## src/hw/rtl/gdn_pkg.sv

```systemverilog
// ---------------------------------------------------------------------------
// gdn_pkg
// Shared widths, constants, types and the month start table of the
// Gregorian day number converter.
// ---------------------------------------------------------------------------
package gdn_pkg;

  // field widths
  localparam int YEAR_W     = 17;
  localparam int MONTH_W    = 4;
  localparam int MDAY_W     = 5;
  localparam int DAYS_W     = 26;
  localparam int IN_DATA_W  = 56;
  localparam int OUT_DATA_W = 56;

  // pipeline depth from accepted word to the output buffer
  localparam int PIPE_DEPTH = 10;
  // stages that do real work in the date to day number path
  localparam int C2D_STAGES = 4;

  // operation codes carried in tuser
  localparam logic OP_DATE_TO_DAYS = 1'b0;
  localparam logic OP_DAYS_TO_DATE = 1'b1;

  // date to day number: year biased by 165 eras so all quotients are unsigned
  localparam logic [17:0] YEAR_BIAS   = 18'd66000;
  // 365*bias + bias/4 - bias/100 + bias/400 + days from 0000-03-01 to epoch
  localparam logic [25:0] C2D_OFFSET  = 26'd24825473;
  // x/25 = (x*5243)>>17, exact for x below 43690
  localparam logic [12:0] DIV25_RECIP = 13'd5243;

  // day number to date: bias of 225 eras plus the epoch offset
  localparam logic [26:0] DAY_BIAS        = 27'd33591293;
  localparam int          ERA_DAYS        = 146097;
  localparam int          ERA_RECIP       = 235183;
  localparam int          ERA_SHIFT       = 35;
  localparam int          DOE_LAST        = 146096;
  localparam int          DAYS_4Y         = 1460;
  localparam int          RECIP_4Y        = 11491;
  localparam int          DAYS_100Y       = 36524;
  localparam int          RECIP_100Y      = 459;
  localparam int          DAYS_1Y         = 365;
  localparam int          RECIP_1Y        = 45964;
  localparam int          RECIP_SHIFT     = 24;
  localparam int          ERA_BIAS_YEARS  = 90000;
  // first day of March-based month ten (January)
  localparam logic [8:0]  JAN_START       = 9'd306;

  // result of the day number to date path
  typedef struct packed {
    logic signed [YEAR_W-1:0] year;
    logic [MONTH_W-1:0]       month;
    logic [MDAY_W-1:0]        mday;
    logic                     range_err;
  } civil_t;

  // one result word
  typedef struct packed {
    logic signed [DAYS_W-1:0] days;
    civil_t                   civil;
  } result_t;

  // day of the March-based year on which month mp starts
  function automatic logic [8:0] month_start(input logic [3:0] mp);
    logic [8:0] s;
    case (mp)
      4'd0:    s = 9'd0;
      4'd1:    s = 9'd31;
      4'd2:    s = 9'd61;
      4'd3:    s = 9'd92;
      4'd4:    s = 9'd122;
      4'd5:    s = 9'd153;
      4'd6:    s = 9'd184;
      4'd7:    s = 9'd214;
      4'd8:    s = 9'd245;
      4'd9:    s = 9'd275;
      4'd10:   s = 9'd306;
      4'd11:   s = 9'd337;
      4'd12:   s = 9'd367;
      4'd13:   s = 9'd398;
      4'd14:   s = 9'd428;
      4'd15:   s = 9'd459;
      default: s = 9'd0;
    endcase
    return s;
  endfunction

endpackage

```

## src/hw/rtl/gdn_date_to_days.sv

```systemverilog
// ---------------------------------------------------------------------------
// gdn_date_to_days
// Pipelined date to day number path: biased March-based year, constant
// reciprocal divisions, final sum, then delay stages to the common depth.
// ---------------------------------------------------------------------------
module gdn_date_to_days (
  input  logic                              clk,
  input  logic                              en,
  input  logic signed [gdn_pkg::YEAR_W-1:0] year,
  input  logic [gdn_pkg::MONTH_W-1:0]       month,
  input  logic [gdn_pkg::MDAY_W-1:0]        day_of_month,
  output logic signed [gdn_pkg::DAYS_W-1:0] days
);
  import gdn_pkg::*;

  localparam int PAD = PIPE_DEPTH - C2D_STAGES;

  logic             leap_adj;
  logic [3:0]       mp_c;
  logic [17:0]      yb_c;
  logic [9:0]       doy_c;

  logic [17:0]      c1_yb;
  logic [9:0]       c1_doy;
  logic [28:0]      c2_pa;
  logic [28:0]      c2_pb;
  logic [26:0]      c2_p365;
  logic [15:0]      c2_y4;
  logic [9:0]       c2_doy;
  logic [DAYS_W-1:0] c3_sa;
  logic [DAYS_W-1:0] c3_sb;
  logic [DAYS_W-1:0] c4_days;
  logic [DAYS_W-1:0] pad_q [PAD];

  // stage 1: March-based year, biased, and day of year
  always_comb begin
    leap_adj = (month < 4'd3);
    mp_c     = leap_adj ? month + 4'd9 : month - 4'd3;
    yb_c     = {year[YEAR_W-1], year} + YEAR_BIAS - {17'd0, leap_adj};
    doy_c    = {1'b0, month_start(mp_c)} + {5'd0, day_of_month} - 10'd1;
  end

  always_ff @(posedge clk) begin
    if (en) begin
      c1_yb  <= yb_c;
      c1_doy <= doy_c;
    end
  end

  // stage 2: reciprocal products for /100 and /400, and 365*year
  always_ff @(posedge clk) begin
    if (en) begin
      c2_pa   <= 29'(c1_yb[17:2]) * 29'(DIV25_RECIP);
      c2_pb   <= 29'(c1_yb[17:4]) * 29'(DIV25_RECIP);
      c2_p365 <= 27'(c1_yb) * 27'(DAYS_1Y);
      c2_y4   <= c1_yb[17:2];
      c2_doy  <= c1_doy;
    end
  end

  // stage 3: partial sums, modulo the day field width
  always_ff @(posedge clk) begin
    if (en) begin
      c3_sa <= DAYS_W'(c2_p365) + DAYS_W'(c2_y4) + {{(DAYS_W-10){c2_doy[9]}}, c2_doy};
      c3_sb <= DAYS_W'(c2_pb[28:17]) - DAYS_W'(c2_pa[28:17]);
    end
  end

  // stage 4: remove the bias and epoch offset
  always_ff @(posedge clk) begin
    if (en) begin
      c4_days <= c3_sa + c3_sb - C2D_OFFSET;
    end
  end

  // delay to match the day number to date path
  always_ff @(posedge clk) begin
    if (en) begin
      pad_q[0] <= c4_days;
      for (int i = 1; i < PAD; i++) begin
        pad_q[i] <= pad_q[i-1];
      end
    end
  end

  assign days = $signed(pad_q[PAD-1]);

endmodule

```

## src/hw/rtl/gdn_days_to_date.sv

```systemverilog
// ---------------------------------------------------------------------------
// gdn_days_to_date
// Ten-stage day number to date path: era split, year of era via constant
// reciprocals with one correction step each, then month, day and year.
// ---------------------------------------------------------------------------
module gdn_days_to_date (
  input  logic                              clk,
  input  logic                              en,
  input  logic signed [gdn_pkg::DAYS_W-1:0] day_count,
  output gdn_pkg::civil_t                   civil
);
  import gdn_pkg::*;

  // stage registers
  logic [26:0] d1_u;
  logic [26:0] d2_u;
  logic [43:0] d2_prod;
  logic [8:0]  d3_era;
  logic [17:0] d3_doe;
  logic [31:0] d4_p1;
  logic [26:0] d4_p2;
  logic [8:0]  d4_era;
  logic [17:0] d4_doe;
  logic [6:0]  d5_q1;
  logic [2:0]  d5_q2;
  logic        d5_q3;
  logic [8:0]  d5_era;
  logic [17:0] d5_doe;
  logic [17:0] d6_t;
  logic [8:0]  d6_era;
  logic [17:0] d6_doe;
  logic [33:0] d7_p;
  logic [17:0] d7_t;
  logic [8:0]  d7_era;
  logic [17:0] d7_doe;
  logic [8:0]  d8_yoe;
  logic [8:0]  d8_era;
  logic [17:0] d8_doe;
  logic [8:0]  d9_doy;
  logic [18:0] d9_yb;
  civil_t      d10_civil;

  // combinational helpers
  logic [8:0]  era_est;
  logic [26:0] era_rem;
  logic        era_fix;
  logic [6:0]  e1;
  logic [2:0]  e2;
  logic [17:0] nxt1;
  logic [17:0] nxt2;
  logic [8:0]  yoe_est;
  logic [17:0] nxt_y;
  logic [1:0]  hund;
  logic [17:0] doy_base;
  logic [3:0]  mp;
  logic [18:0] yr;
  civil_t      civil_c;

  // stage 1: shift to a nonnegative count
  always_ff @(posedge clk) begin
    if (en) begin
      d1_u <= {day_count[DAYS_W-1], day_count} + DAY_BIAS;
    end
  end

  // stage 2: era reciprocal product
  always_ff @(posedge clk) begin
    if (en) begin
      d2_prod <= 44'(d1_u) * 44'(ERA_RECIP);
      d2_u    <= d1_u;
    end
  end

  // stage 3: era and day of era, estimate corrected by one
  always_comb begin
    era_est = d2_prod[ERA_SHIFT+8:ERA_SHIFT];
    era_rem = d2_u - 27'(era_est) * 27'(ERA_DAYS);
    era_fix = (era_rem >= 27'(ERA_DAYS));
  end

  always_ff @(posedge clk) begin
    if (en) begin
      d3_era <= era_est + {8'd0, era_fix};
      d3_doe <= era_fix ? 18'(era_rem - 27'(ERA_DAYS)) : 18'(era_rem);
    end
  end

  // stage 4: reciprocal products for /1460 and /36524
  always_ff @(posedge clk) begin
    if (en) begin
      d4_p1  <= 32'(d3_doe) * 32'(RECIP_4Y);
      d4_p2  <= 27'(d3_doe) * 27'(RECIP_100Y);
      d4_era <= d3_era;
      d4_doe <= d3_doe;
    end
  end

  // stage 5: correct the quotients, flag the last day of the era
  always_comb begin
    e1   = d4_p1[RECIP_SHIFT+6:RECIP_SHIFT];
    e2   = d4_p2[RECIP_SHIFT+2:RECIP_SHIFT];
    nxt1 = 18'(e1) * 18'(DAYS_4Y) + 18'(DAYS_4Y);
    nxt2 = 18'(e2) * 18'(DAYS_100Y) + 18'(DAYS_100Y);
  end

  always_ff @(posedge clk) begin
    if (en) begin
      d5_q1  <= e1 + {6'd0, (d4_doe >= nxt1)};
      d5_q2  <= e2 + {2'd0, (d4_doe >= nxt2)};
      d5_q3  <= (d4_doe == 18'(DOE_LAST));
      d5_era <= d4_era;
      d5_doe <= d4_doe;
    end
  end

  // stage 6: day of era with leap days removed
  always_ff @(posedge clk) begin
    if (en) begin
      d6_t   <= d5_doe - 18'(d5_q1) + 18'(d5_q2) - 18'(d5_q3);
      d6_era <= d5_era;
      d6_doe <= d5_doe;
    end
  end

  // stage 7: reciprocal product for /365
  always_ff @(posedge clk) begin
    if (en) begin
      d7_p   <= 34'(d6_t) * 34'(RECIP_1Y);
      d7_t   <= d6_t;
      d7_era <= d6_era;
      d7_doe <= d6_doe;
    end
  end

  // stage 8: year of era
  always_comb begin
    yoe_est = d7_p[RECIP_SHIFT+8:RECIP_SHIFT];
    nxt_y   = 18'(yoe_est) * 18'(DAYS_1Y) + 18'(DAYS_1Y);
  end

  always_ff @(posedge clk) begin
    if (en) begin
      d8_yoe <= yoe_est + {8'd0, (d7_t >= nxt_y)};
      d8_era <= d7_era;
      d8_doe <= d7_doe;
    end
  end

  // stage 9: day of year and March-based year
  always_comb begin
    hund     = 2'(d8_yoe >= 9'd100) + 2'(d8_yoe >= 9'd200) + 2'(d8_yoe >= 9'd300);
    doy_base = 18'(d8_yoe) * 18'(DAYS_1Y) + 18'(d8_yoe[8:2]) - 18'(hund);
  end

  always_ff @(posedge clk) begin
    if (en) begin
      d9_doy <= 9'(d8_doe - doy_base);
      d9_yb  <= 19'(d8_yoe) + 19'(d8_era) * 19'(400) - 19'(ERA_BIAS_YEARS);
    end
  end

  // stage 10: month, day, civil year and range check
  always_comb begin
    mp = 4'd0;
    for (int k = 1; k < 12; k++) begin
      mp = mp + 4'(d9_doy >= month_start(4'(k)));
    end
    yr      = d9_yb + 19'(d9_doy >= JAN_START);
    civil_c = '0;
    if ((yr[18:16] == 3'b000) || (yr[18:16] == 3'b111)) begin
      civil_c.year  = $signed(yr[YEAR_W-1:0]);
      civil_c.month = (mp < 4'd10) ? mp + 4'd3 : mp - 4'd9;
      civil_c.mday  = 5'(d9_doy - month_start(mp) + 9'd1);
    end else begin
      civil_c.range_err = 1'b1;
    end
  end

  always_ff @(posedge clk) begin
    if (en) begin
      d10_civil <= civil_c;
    end
  end

  assign civil = d10_civil;

endmodule

```

## src/hw/rtl/gdn_out_buf.sv

```systemverilog
// ---------------------------------------------------------------------------
// gdn_out_buf
// Two-entry output buffer. Its ready comes from registered state only, so
// the downstream tready never reaches the input side combinationally.
// ---------------------------------------------------------------------------
module gdn_out_buf (
  input  logic             clk,
  input  logic             rst,
  input  logic             in_valid,
  output logic             in_ready,
  input  gdn_pkg::result_t in_word,
  output logic             out_valid,
  input  logic             out_ready,
  output gdn_pkg::result_t out_word
);
  import gdn_pkg::*;

  logic [1:0] cnt;
  logic [1:0] cnt_next;
  logic       push;
  logic       pop;
  result_t    slot0;
  result_t    slot1;

  // handshake and fill count
  always_comb begin
    in_ready  = (cnt != 2'd2);
    out_valid = (cnt != 2'd0);
    push      = in_valid && in_ready;
    pop       = out_valid && out_ready;
    cnt_next  = cnt + {1'b0, push} - {1'b0, pop};
  end

  always_ff @(posedge clk) begin
    if (rst) begin
      cnt <= 2'd0;
    end else begin
      cnt <= cnt_next;
    end
  end

  // slot0 is the head word
  always_ff @(posedge clk) begin
    if (pop) begin
      if (cnt == 2'd2) begin
        slot0 <= slot1;
      end else if (push) begin
        slot0 <= in_word;
      end
    end else if (push) begin
      if (cnt == 2'd0) begin
        slot0 <= in_word;
      end else begin
        slot1 <= in_word;
      end
    end
  end

  assign out_word = slot0;

endmodule

```

## src/hw/rtl/gregorian_day_number_converter.sv

```systemverilog
// ---------------------------------------------------------------------------
// gregorian_day_number_converter
// Converts between proleptic Gregorian dates and signed day numbers from
// 1970-01-01, one word per clock while m_axis_tready is high.
// ---------------------------------------------------------------------------
// Usage:
//   Input stream s_axis: tuser selects the operation (0: date to day
//   number, 1: day number to date), tdata carries year, month, day of month
//   and day number; unused fields are ignored.
//   Output stream m_axis: tdata carries day number, year, month and day of
//   month; fields of the other operation are zero. tuser flags a year that
//   does not fit 17 bits, in which case all of tdata is zero.
//   Throughput: one word per cycle, sustained, in both directions, while
//   m_axis_tready is high. The word passes ten pipeline stages, the first
//   loaded at acceptance, then the output buffer. Both paths are padded
//   to the day number to date chain.
//   Stall: results land in a two-entry output buffer; when it is full the
//   whole pipeline freezes and s_axis_tready goes low, nothing is lost.
//   s_axis_tready depends only on registered state and rst.
//   Reset: synchronous rst clears the pipeline valid bits and the output
//   buffer; the block accepts words from the first cycle after reset.
// ---------------------------------------------------------------------------
module gregorian_day_number_converter (
  input  logic                                clk,
  input  logic                                rst,
  input  logic                                s_axis_tvalid,
  output logic                                s_axis_tready,
  // year[16:0], month[20:17], day_of_month[25:21], day_count[51:26], zero fill
  input  logic [gdn_pkg::IN_DATA_W-1:0]       s_axis_tdata,
  // op[0]
  input  logic                                s_axis_tuser,
  output logic                                m_axis_tvalid,
  input  logic                                m_axis_tready,
  // day_count_out[25:0], year_out[42:26], month_out[46:43], mday_out[51:47],
  // zero fill
  output logic [gdn_pkg::OUT_DATA_W-1:0]      m_axis_tdata,
  // range_error[0]
  output logic                                m_axis_tuser
);
  import gdn_pkg::*;

  logic                     en;
  logic [PIPE_DEPTH-1:0]    vld;
  logic [PIPE_DEPTH-1:0]    op_q;
  logic signed [YEAR_W-1:0] in_year;
  logic [MONTH_W-1:0]       in_month;
  logic [MDAY_W-1:0]        in_mday;
  logic signed [DAYS_W-1:0] in_days;
  logic signed [DAYS_W-1:0] c2d_days;
  civil_t                   d2c_civil;
  result_t                  res;
  result_t                  out_word;

  // unpack the input word
  assign in_year  = $signed(s_axis_tdata[16:0]);
  assign in_month = s_axis_tdata[20:17];
  assign in_mday  = s_axis_tdata[25:21];
  assign in_days  = $signed(s_axis_tdata[51:26]);

  // no word is taken while reset is held
  assign s_axis_tready = en && !rst;

  // valid bits travel with the data
  always_ff @(posedge clk) begin
    if (rst) begin
      vld <= '0;
    end else if (en) begin
      vld <= {vld[PIPE_DEPTH-2:0], s_axis_tvalid};
    end
  end

  always_ff @(posedge clk) begin
    if (en) begin
      op_q <= {op_q[PIPE_DEPTH-2:0], s_axis_tuser};
    end
  end

  gdn_date_to_days u_c2d (
    .clk          (clk),
    .en           (en),
    .year         (in_year),
    .month        (in_month),
    .day_of_month (in_mday),
    .days         (c2d_days)
  );

  gdn_days_to_date u_d2c (
    .clk       (clk),
    .en        (en),
    .day_count (in_days),
    .civil     (d2c_civil)
  );

  // pick the result of the requested operation
  always_comb begin
    res = '0;
    if (op_q[PIPE_DEPTH-1] == OP_DAYS_TO_DATE) begin
      res.civil = d2c_civil;
    end else begin
      res.days = c2d_days;
    end
  end

  gdn_out_buf u_obuf (
    .clk       (clk),
    .rst       (rst),
    .in_valid  (vld[PIPE_DEPTH-1]),
    .in_ready  (en),
    .in_word   (res),
    .out_valid (m_axis_tvalid),
    .out_ready (m_axis_tready),
    .out_word  (out_word)
  );

  // pack the output word
  assign m_axis_tdata = {4'd0, out_word.civil.mday, out_word.civil.month,
                         out_word.civil.year, out_word.days};
  assign m_axis_tuser = out_word.civil.range_err;

endmodule

```

## config.mk

```make
export PLATFORM = sky130hd
export DESIGN_NAME = gregorian_day_number_converter
export DESIGN_NICKNAME = d
export VERILOG_FILES = /design/src/hw/rtl/gdn_pkg.sv /design/src/hw/rtl/gdn_date_to_days.sv /design/src/hw/rtl/gdn_days_to_date.sv /design/src/hw/rtl/gdn_out_buf.sv /design/src/hw/rtl/gregorian_day_number_converter.sv
export SDC_FILE = /design/constraint.sdc
export NUM_CORES = 2
export LEC_CHECK = 0
export ABC_CLOCK_PERIOD_IN_PS = 20200
export BUFFER_PORTS_ARGS = -buffer_cell sky130_fd_sc_hd__buf_2
export CAP_MARGIN = 20
export CORE_AREA = 2 2 335 337
export DETAILED_ROUTE_END_ITERATION = 7
export DIE_AREA = 0 0 337 339
export GPL_TIMING_DRIVEN = 0
export PLACE_DENSITY = 0.91
export REMOVE_ABC_BUFFERS = 1
export SLEW_MARGIN = 20
export SYNTH_ARGS = -nofsm -noshare
export SYNTH_HDL_FRONTEND = slang
export SYNTH_HIERARCHICAL = 1
export SYNTH_SLANG_ARGS = --single-unit
```

## constraint.sdc

```tcl
create_clock -name clk -period 20.2 [get_ports clk]
set_input_delay 2.02 -clock clk [delete_from_list [all_inputs] [get_ports clk]]
set_output_delay 2.02 -clock clk [all_outputs]
set_load 0.05 [all_outputs]
```

==> metrics.md <==
| Metric | Value |
|---|---|
| Outcome | completed |
| Detailed-route DRC error count | 0 |
| CTS sink count | 779 |
| Layout cells sized above 1 | 5.68% |
| Vias in the first global route | 49100 |
| Post-Synthesis Cells | 6092 |
| Tmin final | 8.04 ns |
| Hpwl dp | 116 mm |
| Yosys cell types | 111 |
| Largest net degree at the start of global routing | 65 |
| Final slew viol count | 0 |
| Reg2reg start | u_d2c/d2_prod[36] |
| Die width | 337 um |
| RSZ-0062 raised after global routing | false |
| Setup bufs post-CTS | 0 |
| Top cells by area, synth | edfxtp_1 (32%), ha_1 (21%), fa_1 (20%) |
| Flop and latch count out of synthesis | 779 |
| Hold path depth | 0 |
| Reg area | 23300 um2 |
| Commonest non-fill, non-tap cells in the layout | inv_1 (1246), ha_1 (1209), edfxtp_1 (767) |
| Worst Hold Path EP | u_d2c/d4_era[6] |
| Sum Neg Setup Slack | 0 ns |
| F_max | 0.124 GHz |
| CP max FO | 16 |
| Seq/Total Area, Yosys | 32.6% |
| CP max stage cell | edfxtp_1 |
| Drt via density | 5.76 |
| Most common cell after layout, fill and taps aside | inv_1 |
| Area grow syn2layout | 7.44% |
| Vias post-DR | 45000 |
| Die Ht | 339 um |
| Clk Latency, worst-skew pair | 0.68 ns |
| Clock transition at the registers of the reported paths | 0.06 ns |
| MaxCap Viol Count | 0 |
| Congestion Overflow GR | 0 |
| Ant diodes | 0 |
| Drt initial violations | 2753 |
| Post-synth EDFFs | 767 |
| Crit path launch | u_d2c/d2_prod[36] |
| I/O pin count | 120 |
| Setup violations, final | 0 |
| Cell Chain, Critical Path | inv_1 > fa_1 > fa_1 > inv_1 > fa_1 > inv_1 > fa_1 > fa_1 > inv_1 > ha_1 > a21oi_1 > o21ai_1 > a41oi_1 > nor2b_1 > o311ai_1 > a31oi_1 > mux2i_1 > nor2_2 > nand3_2 > ha_1 > nand2_1 > nor3_1 > nand2_1 > xnor2_1 |
| CTS resizes | 0 |
| CP startpoint kind | flop |
| Starting Density | 64.6% |
| Routed Antenna Nets | 0 |
| Yosys top cell area share | 32.3% |
| Class of the worst hold path | flop to flop |
| Row count | 122 |
| Synth Warn # | 6 |
| Final wirelength | 148 mm |
| Top_reg_cell synth | edfxtp_1 |
| GPL Wtd Cong | 0.918 |
| Top cell by count, worst path | fa_1 |
| Setup skew after layout | 0.0341 ns |
| Largest stage delay, worst path | 0.78 ns |
| All-layer global routing usage | 26.8% |
| Fillers | 7125 |
| WL per Instance | 19.0 um |
| Synth area leader | edfxtp_1 |
| Root buffer cell | clkbuf_16 |
| Crit path DAT | 8.45 ns |
| Die Area | 114000 um2 |
| Clock buffer count from CTS | 83 |
| Post-Syn Area | 71300 um2 |
| Worst R2R End | u_d2c/d3_era[6] |
| H-tree depth | 3 |
| CP bufs+invs | 4 |
| Reg2Reg Depth | 24 |
| R2r setup slk | 12.16 ns |
| PortBufs | 111 |
| Critical Setup Path Class | flop to flop |
| Hold buffers post-CTS | 0 |
| Initial antenna violation count | 0 |
| Synthesized area per cell | 11.7 um2 |
| Worst EP required | 20.61 ns |
| Slew HR | 18.2% |
| Crit. End Element | flop |
| Slew @ Worst Pin | 1.20 ns |
| First drt pass iteration count | 5 |
| Global-route wire length before repair | 244 mm |
| Hold path startpoint | u_d2c/d3_era[6] |
| Hold violation total from the final report | 0 |
| Multi-input gate area | 43100 um2 |
| NumNets Final | 8231 |
| CTS tree | yes |
| Clock tree buffer depth | 3 |
| Crit share post-route | 39.8% |
| CP delay by family, top | adder cells |
| Post-synth ARST share | 0% |
| Core Area | 110000 um2 |
[flip-flops by register name (all words and copies together), names as in the netlist, 19 cells and up]
name	cells
u_d2c/d9_yb	19
u_obuf/out_word	53
u_d2c/d1_u	27
u_obuf/slot1	53
u_d2c/d2_u	27
u_c2d/c2_p365	26
u_c2d/pad_q	156
u_d2c/civil	27
u_c2d/c4_days	26
u_c2d/c3_sa	26
[cell usage after synthesis, drive strengths merged, types with 7 or more instances]
cell,n
xor2,125
mux2,55
ha,1209
nor2b,68
o311ai,7
nand4,31
a2111oi,15
edfxtp,767
o21a,49
nand2b,36
a21o,85
nand2,183
o21bai,37
xnor2,236
or3,22
o22ai,7
a41oi,9
a211o,20
o211ai,29
dfxtp,12
inv,1247
a21oi,231
or2,13
and3,26
nor3,62
and2,46
nor3b,11
nand3,83
a211oi,33
o31ai,21
nor2,204
a311oi,11
mux2i,25
and4,10
o21ai,134
a21boi,16
nand4b,7
fa,710
clkbuf,45
a31oi,38
nor4,14
buf,14
[final cells by class]
class	count	area share [%]
clock inverters	53	0.714
flip-flops and latches	779	30.4
multi-input cells	4009	56.2
clock buffers	98	2.81
inverters	1248	6.11
well taps	1488	2.43
repair buffers	130	1.33
[worst max-delay path by stage]
stage | endpoint | slack [ns] | depth (start not counted)
6_report | u_d2c/d3_era[6] | 12.16 | 24
5_1_grt | u_d2c/d3_era[6] | 11.77 | 24
4_1_cts | u_d2c/d3_era[6] | 11.95 | 24
3_5_place_dp | u_d2c/d3_era[6] | 12.02 | 24
3_3_place_gp | s_axis_tready | -1.94 | 4
2_1_floorplan | s_axis_tready | 2.19 | 3
[kinds of logic after synthesis]
family	count (synthesis)	synth area share, %
other	1	0.00526
xor gates and xnor gates	362	4.48
AOI/OAI and AO/OA	799	7.46
adders and majority gates	1920	41.2
muxes	80	1.25
buffers and inverters	1307	7.02
and+or+nand+nor	844	6.00
DFF	779	32.6
[metal layers]
metal / GRT usage [%] / wire length, um / vias to the layer above
li1: - / - / 21000
met1: 31.1 / 56500 / 22200
met2: 48.4 / 77000 / 1317
met3: 3.41 / 6380 / 491
met4: 13.4 / 8100 / 0
met5: 0 / 0 / -
[metrics by stage]
step	std cells	worst slack [ns]	area (um2)	hold WS, ns	utilization (%)
CTS	7805	11.95	76600	0.410	69.4
global route	7805	11.77	76600	0.418	69.4
floorplan	6036	2.19	71000	0.400	-
detailed placement	7654	12.02	73900	0.405	67.0
finish	7805	12.16	76600	0.407	69.4
global placement	7635	-1.94	73400	0.400	66.5
Power is left out: the tool's default activity adds up to more than one toggle a clock period on the data nets, which glitch-free logic cannot reach.
